==> config.mk <==
export PLATFORM = sky130hd
export DESIGN_NAME = hmm_backward_recursion_flat
export DESIGN_NICKNAME = d
export VERILOG_FILES = /design/src/sv/hbr_pkg.sv /design/src/sv/hbr_req_if.sv /design/src/sv/hbr_rsp_if.sv /design/src/sv/hbr_front.sv /design/src/sv/hbr_fifo.sv /design/src/sv/hbr_div.sv /design/src/sv/hbr_back.sv /design/src/sv/hmm_backward_recursion.sv /design/src/flat_wrapper.sv
export SDC_FILE = /design/constraint.sdc
export NUM_CORES = 2
export LEC_CHECK = 0
export BUFFER_PORTS_ARGS = -buffer_cell sky130_fd_sc_hd__clkbuf_2
export CORE_MARGIN = 2
export CORE_UTILIZATION = 55
export DETAILED_ROUTE_END_ITERATION = 8
export PLACE_DENSITY = 0.74
export SKIP_CTS_REPAIR_TIMING = 1
export SYNTH_ARGS = -nofsm -noshare
export SYNTH_HDL_FRONTEND = slang
export SYNTH_SLANG_ARGS = --single-unit
export TNS_END_PERCENT = 5
==> constraint.sdc <==
create_clock -name clk_i -period 6.3 [get_ports clk_i]
set_clock_uncertainty 0.1 [all_clocks]
set_input_delay 1.26 -clock clk_i [delete_from_list [all_inputs] [get_ports clk_i]]
set_output_delay 1.26 -clock clk_i [all_outputs]
set_load 0.02 [all_outputs]
==> src/sv/hbr_pkg.sv <==
// hbr_pkg: shared types and constants of the HMM backward recursion block.
// No dependencies; all but the interfaces and checker use it by scoped names.
package hbr_pkg;

  // request codes of an input beat
  typedef enum logic [1:0] {
    REQ_LOAD  = 2'd0,
    REQ_START = 2'd1,
    REQ_EMIT  = 2'd2,
    REQ_NONE  = 2'd3
  } req_e;

  // configuration register indexes
  localparam logic CFG_NUM_STATES = 1'b0;
  localparam logic CFG_SCALING    = 1'b1;

  localparam logic [6:0]  NUM_STATES_RST = 7'd8;
  localparam logic [31:0] SAT32          = 32'hFFFF_FFFF;
  localparam int unsigned SUM_W          = 39;

  // queue between front and back
  localparam int unsigned QUEUE_DEPTH = 4;
  localparam int unsigned QPTR_W      = 2;

  // back-end sequencer states
  typedef enum logic [4:0] {
    ST_IDLE  = 5'b00001,
    ST_ISSUE = 5'b00010,
    ST_DRAIN = 5'b00100,
    ST_DIV   = 5'b01000,
    ST_PUT   = 5'b10000
  } state_e;

  // classified request handed from front to back
  typedef struct packed {
    req_e        cmd;
    logic [5:0]  row;
    logic [5:0]  col;
    logic [16:0] prob;
    logic [31:0] scale;
    logic [6:0]  n;
    logic        scale_en;
    logic        fin;
  } entry_t;

endpackage

==> src/sv/hbr_req_if.sv <==
// hbr_req_if: input request channel, valid/ready with payload.
// Depends on nothing.
interface hbr_req_if;
  logic        valid;
  logic        ready;
  logic [1:0]  req_type;
  logic [5:0]  row_index;
  logic [5:0]  col_index;
  logic [16:0] prob_value;
  logic [31:0] scale_value;

  modport source (output valid, req_type, row_index, col_index, prob_value, scale_value,
                  input ready);
  modport sink   (input valid, req_type, row_index, col_index, prob_value, scale_value,
                  output ready);
endinterface

==> src/sv/hbr_rsp_if.sv <==
// hbr_rsp_if: result channel, valid/ready with payload.
// Depends on nothing.
interface hbr_rsp_if;
  logic        valid;
  logic        ready;
  logic [5:0]  state_index;
  logic [31:0] beta_value;
  logic [31:0] prob_sum;
  logic        last;

  modport source (output valid, state_index, beta_value, prob_sum, last, input ready);
  modport sink   (input valid, state_index, beta_value, prob_sum, last, output ready);
endinterface

==> src/sv/hbr_front.sv <==
// hbr_front: accepts request beats, drops the ones without effect, tags the rest.
// Depends on hbr_pkg and hbr_req_if.
module hbr_front #(
  parameter int unsigned MAX_STATES = 8
) (
  hbr_req_if.sink          req,
  input  logic [6:0]       num_states_i,
  input  logic             scaling_i,
  input  logic             full_i,
  output logic             push_o,
  output hbr_pkg::entry_t  entry_o
);

  logic [6:0] n;
  logic       keep;

  // clamp the state count into 1..MAX_STATES
  always_comb begin
    if (num_states_i == 7'd0) begin
      n = 7'd1;
    end else if (num_states_i > 7'(MAX_STATES)) begin
      n = 7'(MAX_STATES);
    end else begin
      n = num_states_i;
    end
  end

  // classify the beat
  always_comb begin
    unique case (hbr_pkg::req_e'(req.req_type))
      hbr_pkg::REQ_LOAD:  keep = ({1'b0, req.row_index} < 7'(MAX_STATES)) &&
                                 ({1'b0, req.col_index} < 7'(MAX_STATES));
      hbr_pkg::REQ_START: keep = 1'b1;
      hbr_pkg::REQ_EMIT:  keep = {1'b0, req.col_index} < n;
      hbr_pkg::REQ_NONE:  keep = 1'b0;
      default:            keep = 1'b0;
    endcase
  end

  assign req.ready = !full_i;
  assign push_o    = req.valid && !full_i && keep;

  assign entry_o.cmd      = hbr_pkg::req_e'(req.req_type);
  assign entry_o.row      = req.row_index;
  assign entry_o.col      = req.col_index;
  assign entry_o.prob     = req.prob_value;
  assign entry_o.scale    = req.scale_value;
  assign entry_o.n        = n;
  assign entry_o.scale_en = scaling_i;
  assign entry_o.fin      = ({1'b0, req.col_index} == (n - 7'd1));

endmodule

==> src/sv/hbr_fifo.sv <==
// hbr_fifo: short queue of classified requests between front and back.
// Depends on hbr_pkg.
module hbr_fifo (
  input  logic             clk_i,
  input  logic             rst_ni,
  input  logic             push_i,
  input  hbr_pkg::entry_t  din_i,
  output logic             full_o,
  input  logic             pop_i,
  output hbr_pkg::entry_t  dout_o,
  output logic             empty_o
);

  hbr_pkg::entry_t                  mem_q [hbr_pkg::QUEUE_DEPTH];
  logic [hbr_pkg::QPTR_W-1:0]       wr_q, rd_q;
  logic [hbr_pkg::QPTR_W:0]         cnt_q;

  assign full_o  = (cnt_q == (hbr_pkg::QPTR_W+1)'(hbr_pkg::QUEUE_DEPTH));
  assign empty_o = (cnt_q == '0);
  assign dout_o  = mem_q[rd_q];

  // store entries
  always_ff @(posedge clk_i) begin
    if (push_i) begin
      mem_q[wr_q] <= din_i;
    end
  end

  // advance pointers
  always_ff @(posedge clk_i or negedge rst_ni) begin
    if (!rst_ni) begin
      wr_q  <= '0;
      rd_q  <= '0;
      cnt_q <= '0;
    end else begin
      if (push_i) wr_q <= wr_q + 1'b1;
      if (pop_i)  rd_q <= rd_q + 1'b1;
      if (push_i && !pop_i) begin
        cnt_q <= cnt_q + 1'b1;
      end else if (pop_i && !push_i) begin
        cnt_q <= cnt_q - 1'b1;
      end
    end
  end

endmodule

==> src/sv/hbr_div.sv <==
// hbr_div: fixed-point divider, floor(num * 2^FRAC_BITS / den) saturated to 32 bits.
// One quotient bit per cycle; overflow and zero divisor finish at once.
module hbr_div #(
  parameter int unsigned ACC_W     = 38,
  parameter int unsigned FRAC_BITS = 16
) (
  input  logic             clk_i,
  input  logic             rst_ni,
  input  logic             start_i,
  input  logic [ACC_W-1:0] num_i,
  input  logic [31:0]      den_i,
  output logic             done_o,
  output logic [31:0]      quo_o
);

  localparam int unsigned DW   = ACC_W + FRAC_BITS;
  localparam int unsigned HI_W = DW - 32;
  localparam int unsigned CW   = (HI_W > 32) ? HI_W : 32;

  logic [DW-1:0]   dvd;
  logic [HI_W-1:0] hi;
  logic            ovf;
  logic [31:0]     rem_q, lo_q, den_q, quo_q;
  logic [5:0]      cnt_q;
  logic            busy_q, done_q;
  logic [32:0]     r2;
  logic            qbit;

  assign dvd = DW'(num_i) << FRAC_BITS;
  assign hi  = dvd[DW-1:32];
  assign ovf = (den_i == 32'd0) || (CW'(hi) >= CW'(den_i));

  assign r2   = {rem_q, lo_q[31]};
  assign qbit = (r2 >= {1'b0, den_q});

  assign done_o = done_q;
  assign quo_o  = quo_q;

  // datapath
  always_ff @(posedge clk_i) begin
    if (start_i) begin
      rem_q <= 32'(hi);
      lo_q  <= dvd[31:0];
      den_q <= den_i;
      quo_q <= ovf ? hbr_pkg::SAT32 : 32'd0;
    end else if (busy_q) begin
      rem_q <= qbit ? 32'(r2 - {1'b0, den_q}) : r2[31:0];
      lo_q  <= {lo_q[30:0], 1'b0};
      quo_q <= {quo_q[30:0], qbit};
    end
  end

  // step control
  always_ff @(posedge clk_i or negedge rst_ni) begin
    if (!rst_ni) begin
      busy_q <= 1'b0;
      done_q <= 1'b0;
      cnt_q  <= '0;
    end else begin
      done_q <= 1'b0;
      if (start_i) begin
        busy_q <= !ovf;
        done_q <= ovf;
        cnt_q  <= 6'd32;
      end else if (busy_q) begin
        cnt_q <= cnt_q - 6'd1;
        if (cnt_q == 6'd1) begin
          busy_q <= 1'b0;
          done_q <= 1'b1;
        end
      end
    end
  end

endmodule

==> src/sv/hbr_back.sv <==
// hbr_back: executes queued requests: stores, multiply-accumulate pipeline,
// divider sequencing and the result register. Depends on hbr_pkg, hbr_div, hbr_rsp_if.
module hbr_back #(
  parameter int unsigned MAX_STATES = 8,
  parameter int unsigned FRAC_BITS  = 16
) (
  input  logic             clk_i,
  input  logic             rst_ni,
  input  hbr_pkg::entry_t  head_i,
  input  logic             empty_i,
  output logic             pop_o,
  hbr_rsp_if.source        rsp
);

  localparam int unsigned SW     = (MAX_STATES > 1) ? $clog2(MAX_STATES) : 1;
  localparam int unsigned TW     = (MAX_STATES > 1) ? $clog2(MAX_STATES * MAX_STATES) : 1;
  localparam int unsigned AB_W   = 34 - FRAC_BITS;
  localparam int unsigned TERM_W = AB_W + 32 - FRAC_BITS;
  localparam int unsigned ACC_A  = TERM_W + SW + 1;
  localparam int unsigned ACC_W  = (ACC_A > FRAC_BITS + 1) ? ACC_A : FRAC_BITS + 1;
  localparam int unsigned SAT_W  = (ACC_W > 32) ? ACC_W : 32;
  localparam logic [31:0] ONE    = 32'(1) << FRAC_BITS;

  // stores
  logic [16:0] trans_mem [MAX_STATES * MAX_STATES];
  logic [16:0] emis_mem  [MAX_STATES];
  logic [31:0] beta_mem  [2][MAX_STATES];

  hbr_pkg::state_e st_q;
  logic [SW-1:0]   i_q, j_q;
  logic            bank_q, upd_q, sc_en_q;
  logic [6:0]      n_q;
  logic [31:0]     scale_q, val_q;
  logic [hbr_pkg::SUM_W-1:0] sum_q, sum_nx;

  // pipeline
  logic              p1_v_q, p1_l_q, p2_v_q, p2_l_q, p3_v_q, p3_l_q;
  logic [16:0]       a_rd_q, b_rd_q;
  logic [31:0]       be_rd_q, be2_q;
  logic [33:0]       prod1;
  logic [AB_W-1:0]   ab_q;
  logic [AB_W+31:0]  prod2;
  logic [TERM_W-1:0] term_q;
  logic [ACC_W-1:0]  acc_q;
  logic              done_q;

  logic [TW-1:0]     waddr, raddr;
  logic              issue, j_last, i_last, out_free, put_fire, acc_clr;
  logic              div_start, div_done;
  logic [ACC_W-1:0]  div_num;
  logic [31:0]       div_den, div_quo, acc_sat;

  assign pop_o    = (st_q == hbr_pkg::ST_IDLE) && !empty_i;
  assign issue    = (st_q == hbr_pkg::ST_ISSUE);
  assign j_last   = (7'(j_q) == (n_q - 7'd1));
  assign i_last   = (7'(i_q) == (n_q - 7'd1));
  assign out_free = !rsp.valid || rsp.ready;
  assign put_fire = (st_q == hbr_pkg::ST_PUT) && out_free;
  assign sum_nx   = sum_q + hbr_pkg::SUM_W'(val_q);

  assign waddr = TW'(TW'(head_i.row) * TW'(MAX_STATES) + TW'(head_i.col));
  assign raddr = TW'(TW'(i_q) * TW'(MAX_STATES) + TW'(j_q));

  assign acc_sat = (SAT_W'(acc_q) > SAT_W'(hbr_pkg::SAT32)) ? hbr_pkg::SAT32 : 32'(acc_q);

  assign acc_clr = (pop_o && (head_i.cmd == hbr_pkg::REQ_EMIT) && head_i.fin) ||
                   (put_fire && !i_last && upd_q);

  assign div_start = (pop_o && (head_i.cmd == hbr_pkg::REQ_START) && head_i.scale_en) ||
                     ((st_q == hbr_pkg::ST_DRAIN) && done_q && sc_en_q);
  assign div_num   = (st_q == hbr_pkg::ST_DRAIN) ? acc_q : ACC_W'(ONE);
  assign div_den   = (st_q == hbr_pkg::ST_DRAIN) ? scale_q : head_i.scale;

  hbr_div #(
    .ACC_W     (ACC_W),
    .FRAC_BITS (FRAC_BITS)
  ) u_div (
    .clk_i   (clk_i),
    .rst_ni  (rst_ni),
    .start_i (div_start),
    .num_i   (div_num),
    .den_i   (div_den),
    .done_o  (div_done),
    .quo_o   (div_quo)
  );

  assign prod1 = 34'(a_rd_q) * 34'(b_rd_q);
  assign prod2 = (AB_W+32)'(ab_q) * (AB_W+32)'(be2_q);

  // memories and product pipeline
  always_ff @(posedge clk_i) begin
    if (pop_o && (head_i.cmd == hbr_pkg::REQ_LOAD)) begin
      trans_mem[waddr] <= head_i.prob;
    end
    if (pop_o && (head_i.cmd == hbr_pkg::REQ_EMIT)) begin
      emis_mem[SW'(head_i.col)] <= head_i.prob;
    end
    if (put_fire) begin
      beta_mem[~bank_q][i_q] <= val_q;
    end
    a_rd_q  <= trans_mem[raddr];
    b_rd_q  <= emis_mem[j_q];
    be_rd_q <= beta_mem[bank_q][j_q];
    ab_q    <= prod1[33:FRAC_BITS];
    be2_q   <= be_rd_q;
    term_q  <= prod2[AB_W+31:FRAC_BITS];
  end

  // result register payload
  always_ff @(posedge clk_i) begin
    if (put_fire) begin
      rsp.state_index <= 6'(i_q);
      rsp.beta_value  <= val_q;
      rsp.last        <= i_last;
      if (i_last) begin
        rsp.prob_sum <= (sum_nx > hbr_pkg::SUM_W'(hbr_pkg::SAT32)) ?
                        hbr_pkg::SAT32 : sum_nx[31:0];
      end else begin
        rsp.prob_sum <= 32'd0;
      end
    end
  end

  // hold or drop the result beat
  always_ff @(posedge clk_i or negedge rst_ni) begin
    if (!rst_ni) begin
      rsp.valid <= 1'b0;
    end else if (put_fire) begin
      rsp.valid <= 1'b1;
    end else if (rsp.ready) begin
      rsp.valid <= 1'b0;
    end
  end

  // pipeline valids and accumulator
  always_ff @(posedge clk_i or negedge rst_ni) begin
    if (!rst_ni) begin
      p1_v_q <= 1'b0; p1_l_q <= 1'b0;
      p2_v_q <= 1'b0; p2_l_q <= 1'b0;
      p3_v_q <= 1'b0; p3_l_q <= 1'b0;
      done_q <= 1'b0;
      acc_q  <= '0;
    end else begin
      p1_v_q <= issue;
      p1_l_q <= issue && j_last;
      p2_v_q <= p1_v_q; p2_l_q <= p1_l_q;
      p3_v_q <= p2_v_q; p3_l_q <= p2_l_q;
      if (acc_clr) begin
        acc_q  <= '0;
        done_q <= 1'b0;
      end else if (p3_v_q) begin
        acc_q <= acc_q + ACC_W'(term_q);
        if (p3_l_q) done_q <= 1'b1;
      end
    end
  end

  // sequencer
  always_ff @(posedge clk_i or negedge rst_ni) begin
    if (!rst_ni) begin
      st_q    <= hbr_pkg::ST_IDLE;
      i_q     <= '0;
      j_q     <= '0;
      bank_q  <= 1'b0;
      upd_q   <= 1'b0;
      sc_en_q <= 1'b0;
      n_q     <= 7'd1;
      scale_q <= ONE;
      val_q   <= '0;
      sum_q   <= '0;
    end else begin
      unique case (st_q)
        hbr_pkg::ST_IDLE: begin
          if (pop_o) begin
            i_q     <= '0;
            j_q     <= '0;
            sum_q   <= '0;
            n_q     <= head_i.n;
            sc_en_q <= head_i.scale_en;
            unique case (head_i.cmd)
              hbr_pkg::REQ_START: begin
                scale_q <= head_i.scale;
                upd_q   <= 1'b0;
                if (head_i.scale_en) begin
                  st_q <= hbr_pkg::ST_DIV;
                end else begin
                  val_q <= ONE;
                  st_q  <= hbr_pkg::ST_PUT;
                end
              end
              hbr_pkg::REQ_EMIT: begin
                scale_q <= head_i.scale;
                if (head_i.fin) begin
                  upd_q <= 1'b1;
                  st_q  <= hbr_pkg::ST_ISSUE;
                end
              end
              hbr_pkg::REQ_LOAD: st_q <= hbr_pkg::ST_IDLE;
              hbr_pkg::REQ_NONE: st_q <= hbr_pkg::ST_IDLE;
              default:           st_q <= hbr_pkg::ST_IDLE;
            endcase
          end
        end
        hbr_pkg::ST_ISSUE: begin
          j_q <= j_q + 1'b1;
          if (j_last) st_q <= hbr_pkg::ST_DRAIN;
        end
        hbr_pkg::ST_DRAIN: begin
          if (done_q) begin
            if (sc_en_q) begin
              st_q <= hbr_pkg::ST_DIV;
            end else begin
              val_q <= acc_sat;
              st_q  <= hbr_pkg::ST_PUT;
            end
          end
        end
        hbr_pkg::ST_DIV: begin
          if (div_done) begin
            val_q <= div_quo;
            st_q  <= hbr_pkg::ST_PUT;
          end
        end
        hbr_pkg::ST_PUT: begin
          if (out_free) begin
            sum_q <= sum_nx;
            if (i_last) begin
              bank_q <= ~bank_q;
              st_q   <= hbr_pkg::ST_IDLE;
            end else begin
              i_q <= i_q + 1'b1;
              if (upd_q) begin
                j_q  <= '0;
                st_q <= hbr_pkg::ST_ISSUE;
              end
            end
          end
        end
        default: st_q <= hbr_pkg::ST_IDLE;
      endcase
    end
  end

endmodule

==> src/sv/hmm_backward_recursion.sv <==
// Load beats, and emission beats other than the last one of a vector, retire one per
// cycle from the queue while the back end is idle. A start beat goes straight to the
// results when scaling is off and through the divider first when it is on. A vector
// update runs, for each state, a pass through the single MAC pipe and, when scaling
// is on, the bit-serial divider. Reset: num_states 8, scaling on; the transition,
// beta and emission stores hold no reset value and need no clearing pass.
module hmm_backward_recursion #(
  parameter int unsigned MAX_STATES = 8,
  parameter int unsigned FRAC_BITS  = 16
) (
  input  logic       clk_i,
  input  logic       rst_ni,
  input  logic       cfg_we_i,
  input  logic       cfg_index_i,
  input  logic [6:0] cfg_data_i,
  hbr_req_if.sink    req,
  hbr_rsp_if.source  rsp
);

  logic [6:0]      num_states_q;
  logic            scaling_q;
  logic            push, full, pop, empty;
  hbr_pkg::entry_t entry_in, entry_out;

  // configuration registers
  always_ff @(posedge clk_i or negedge rst_ni) begin
    if (!rst_ni) begin
      num_states_q <= hbr_pkg::NUM_STATES_RST;
      scaling_q    <= 1'b1;
    end else if (cfg_we_i) begin
      unique case (cfg_index_i)
        hbr_pkg::CFG_NUM_STATES: num_states_q <= cfg_data_i;
        hbr_pkg::CFG_SCALING:    scaling_q    <= cfg_data_i[0];
        default:                 scaling_q    <= scaling_q;
      endcase
    end
  end

  hbr_front #(
    .MAX_STATES (MAX_STATES)
  ) u_front (
    .req          (req),
    .num_states_i (num_states_q),
    .scaling_i    (scaling_q),
    .full_i       (full),
    .push_o       (push),
    .entry_o      (entry_in)
  );

  hbr_fifo u_fifo (
    .clk_i   (clk_i),
    .rst_ni  (rst_ni),
    .push_i  (push),
    .din_i   (entry_in),
    .full_o  (full),
    .pop_i   (pop),
    .dout_o  (entry_out),
    .empty_o (empty)
  );

  hbr_back #(
    .MAX_STATES (MAX_STATES),
    .FRAC_BITS  (FRAC_BITS)
  ) u_back (
    .clk_i   (clk_i),
    .rst_ni  (rst_ni),
    .head_i  (entry_out),
    .empty_i (empty),
    .pop_o   (pop),
    .rsp     (rsp)
  );

endmodule

==> src/flat_wrapper.sv <==
// flat-port wrapper written by rule: the top's interface ports become plain ports
module hmm_backward_recursion_flat 
#(
  parameter int unsigned MAX_STATES = 8,
  parameter int unsigned FRAC_BITS  = 16
)
  (clk_i, rst_ni, cfg_we_i, cfg_index_i, cfg_data_i, req_valid, req_req_type, req_row_index, req_col_index, req_prob_value, req_scale_value, req_ready, rsp_valid, rsp_state_index, rsp_beta_value, rsp_prob_sum, rsp_last, rsp_ready);
  hbr_req_if req_i ();
  hbr_rsp_if rsp_i ();
  input  logic clk_i;
  input  logic rst_ni;
  input  logic cfg_we_i;
  input  logic cfg_index_i;
  input  logic [6:0] cfg_data_i;
  input wire logic [$bits(req_i.valid)-1:0] req_valid;
  input wire logic [$bits(req_i.req_type)-1:0] req_req_type;
  input wire logic [$bits(req_i.row_index)-1:0] req_row_index;
  input wire logic [$bits(req_i.col_index)-1:0] req_col_index;
  input wire logic [$bits(req_i.prob_value)-1:0] req_prob_value;
  input wire logic [$bits(req_i.scale_value)-1:0] req_scale_value;
  output wire logic [$bits(req_i.ready)-1:0] req_ready;
  output wire logic [$bits(rsp_i.valid)-1:0] rsp_valid;
  output wire logic [$bits(rsp_i.state_index)-1:0] rsp_state_index;
  output wire logic [$bits(rsp_i.beta_value)-1:0] rsp_beta_value;
  output wire logic [$bits(rsp_i.prob_sum)-1:0] rsp_prob_sum;
  output wire logic [$bits(rsp_i.last)-1:0] rsp_last;
  input wire logic [$bits(rsp_i.ready)-1:0] rsp_ready;
  assign req_i.valid = req_valid;
  assign req_i.req_type = req_req_type;
  assign req_i.row_index = req_row_index;
  assign req_i.col_index = req_col_index;
  assign req_i.prob_value = req_prob_value;
  assign req_i.scale_value = req_scale_value;
  assign req_ready = req_i.ready;
  assign rsp_valid = rsp_i.valid;
  assign rsp_state_index = rsp_i.state_index;
  assign rsp_beta_value = rsp_i.beta_value;
  assign rsp_prob_sum = rsp_i.prob_sum;
  assign rsp_last = rsp_i.last;
  assign rsp_i.ready = rsp_ready;
  hmm_backward_recursion #(.MAX_STATES(MAX_STATES), .FRAC_BITS(FRAC_BITS)) u_core (.clk_i(clk_i), .rst_ni(rst_ni), .cfg_we_i(cfg_we_i), .cfg_index_i(cfg_index_i), .cfg_data_i(cfg_data_i), .req(req_i), .rsp(rsp_i));
endmodule
==> reports/metrics.cfg <==
[yosys]
synthXorXnorAreaFrac_pct = 1.14
synth_top_family_by_area = adder cells
ys_seq_elements = 2535
ys_async_sr_fraction_pct = 7.61
synth-seq-area-share_pct = 58.2
synthAdderAreaFrac_pct = 14.8
synth_edf_count = 2182
synth_compound_area_share_pct = 3.77
syn_inst = 8336
synth_mux_area_share_pct = 11.9
avgSynthCellArea_um2 = 15.2
synth_ff_type = edfxtp_1
yosys_warnings = 0
synthSimpleGateAreaFrac_pct = 6.08
syn_area_um2 = 126000
synth.distinct_cells = 79

[die]
dieHeight_um = 483
core_um2 = 229000
start_util_pct = 55.2
num_rows = 176
io_pins = 149
dieArea_um2 = 234000
die_w_um = 483

[clocking]
cts_tree = yes
clock_latency_ns = 0.97
cts_max_path_buffers = 4
h-tree-depth = 5
cts_made_buffers = 277
clockRootBuffer = clkbuf_16
clk_pin_slew_worst_paths_ns = 0.06
cts_sinks = 2535

[global_routing]
grt_pass1_wl_mm = 479
gr-usage-all-layers_pct = 27.3
grt-ovfl-total = 0
grt_max_degree = 94
antenna_found_initial = 18
first_global_vias = 77025

[final_layout]
layout_commonest_cell = edfxtp_1
final_cell_mix = 2182 x edfxtp_1, 944 x inv_1, 811 x nand2_1, 703 x fa_1, 580 x mux4_2
drive_above_1_share_pct = 20.4
design_area_um2 = 143000
stdcell_count = 12114
syn_to_final_growth_pct = 13.5
nNetsFinal = 10036

[run_status]
outcome = complete, but fails checks
failed_checks = negative setup slack

[min_path]
hp-class = input pin to asynchronous set/reset pin

[setup_path]
required_ns = 6.95
crit_path_end_kind = flip-flop
slowest_delay_ns = 0.58
crit_arrival_ns = 7.14
start_kind = flip-flop
crit_path_top_delay_cell = fa_1
crit_top_cell = fa_1
worstPathCellList = buf_12, and2_1, fa_1, inv_1, fa_1, inv_1, fa_1, fa_1, fa_1, inv_2, fa_1, inv_2, ha_4, a21o_1, nor3_2, o21ai_1, o211ai_1, nand4bb_4, and2_4, o31a_1, a221o_1, a2111oi_2, nor3_1
criticalPathCategory = flip-flop to flip-flop
path_max_fanout = 8

[placed_design]
dp_cells = 11618
dp_hpwl_mm = 204
io_buffer_count = 145
place.gp.congestion = 0.902
place_area_um2 = 134000

[sta]
drv_slew = 0
slew_headroom_pct = 16.5
setup_viol = 12
finalWorstSetupSlack_ns = -0.186
max_freq_mhz = 154
fin_crit_ns = 6.49
tightestPinTransition_ns = 1.25
period_share_pct = 103
rsz0062_at_grt = yes
final-hold-violation-count = 0

[drt]
dr.pass1.iters = 6
drc = 0
drt-wirelength-per-cell_um = 26.2
vias_per_cell = 5.99
first_iter_violations = 7555
routed_wirelength_mm = 317
ant_nets = 0
vias = 72611

[job]
cap_viol_max_count = 0

## through the flow
step / TNS (ns) / worst slack (ns) / hold slack [ns] / utilization, %
global placement: -4.91 / -0.481 / 0.214 / 58.5
detailed placement: -6.36 / -0.607 / 0.212 / 58.5
floorplan: -0.0209 / -0.0209 / 0.210 / -
global route: -4.83 / -0.403 / 0.182 / 62.6
CTS: -8.93 / -0.608 / 0.159 / 62.3
finish: -0.926 / -0.186 / 0.193 / 62.6
## Yosys cell counts, drive strengths merged (40+ instances only)
master / instances / share of area [%]
nor2: 280 / 0.83
nand2: 813 / 2.4
mux4: 580 / 10
ha: 369 / 3.7
a21oi: 240 / 0.95
inv: 952 / 2.8
dfxtp: 160 / 2.5
a21o: 104 / 0.62
nor3: 40 / 0.16
xor2: 56 / 0.39
mux2: 67 / 0.60
fa: 705 / 11
mux2i: 127 / 1.0
edfxtp: 2182 / 52
clkbuf: 291 / 0.86
o21ai: 176 / 0.70
a31oi: 46 / 0.23
and2: 331 / 1.6
xnor2: 108 / 0.75
dfrtp: 188 / 3.7
buf: 102 / 0.39
## area by class of cell
| type | instances | area, µm² |
|---|---|---|
| fillers | 16059 | 85800 |
| well taps | 3026 | 3790 |
| clock buffers | 366 | 7620 |
| clock inverters | 106 | 1080 |
| multi-input cells | 4469 | 48400 |
| flip-flops and latches | 2535 | 73700 |
| diodes | 9 | 22.5 |
| repair buffers | 649 | 5300 |
| inverters | 954 | 3580 |
## registers in the layout, summed over array words and instances, names as in the netlist, 34 cells and up
name	flops
u_core.u_back.trans_mem	1088
u_core.u_back.emis_mem	136
u_core.u_back.beta_mem	512
u_core.u_back.acc_q	38
u_core.u_back.sum_q	39
u_core.u_back.term_q	34
u_core.u_fifo.mem_q	276
## worst paths after layout
check	start	end	slack, ns	cells after the start
max	u_core.u_back.ab_q[12]$_DFF_P_	u_core.u_back.term_q[26]$_DFF_P_	-0.19	23
min	rst_ni	u_core.u_back.val_q[31]$_DFFE_PN0P_	0.19	1
max reg2reg	u_core.u_back.ab_q[12]$_DFF_P_	u_core.u_back.term_q[26]$_DFF_P_	-0.19	23
min reg2reg	u_core.u_back.be_rd_q[19]$_DFF_P_	u_core.u_back.be2_q[19]$_DFF_P_	0.19	0
max in group asynchronous	rst_ni	u_core.u_back.bank_q$_DFFE_PN0P_	4.65	2
min in group clk_i	u_core.u_back.be_rd_q[19]$_DFF_P_	u_core.u_back.be2_q[19]$_DFF_P_	0.19	0
## per-layer routing
metal / share of wire [%] / wire [µm] / track usage, %
met2: 50 / 159000 / 45.6
met3: 7.5 / 23900 / 4.55
met4: 4.2 / 13200 / 11.0
met5: 0.019 / 61 / 0
met1: 38 / 122000 / 36.0
## critical path: cells and delay by family, from the launching register on
| kind | cells | cell delay (ns) |
|---|---|---|
| buffers and inverters | 5 | 0.35 |
| adder cells (fa/ha/maj) | 7 | 3.31 |
| AO/OA/AOI/OAI | 6 | 1.51 |
| flip-flops | 1 | 0.32 |
| AND/OR/NAND/NOR | 5 | 0.74 |
## kinds of logic (layout without fill, tap and decap cells)
group / after synthesis / count (layout)
DFF: 2535 / 2535
and+or+nand+nor: 1671 / 1671
buffers and inverters: 1347 / 2075
adders and majority gates: 1074 / 1074
muxes: 774 / 774
AOI/OAI and AO/OA: 769 / 769
xor gates and xnor gates: 164 / 164
other: 2 / 26
Power is not shown: default switching activity piles up to over one toggle a cycle in this logic, so the estimate is an artifact.
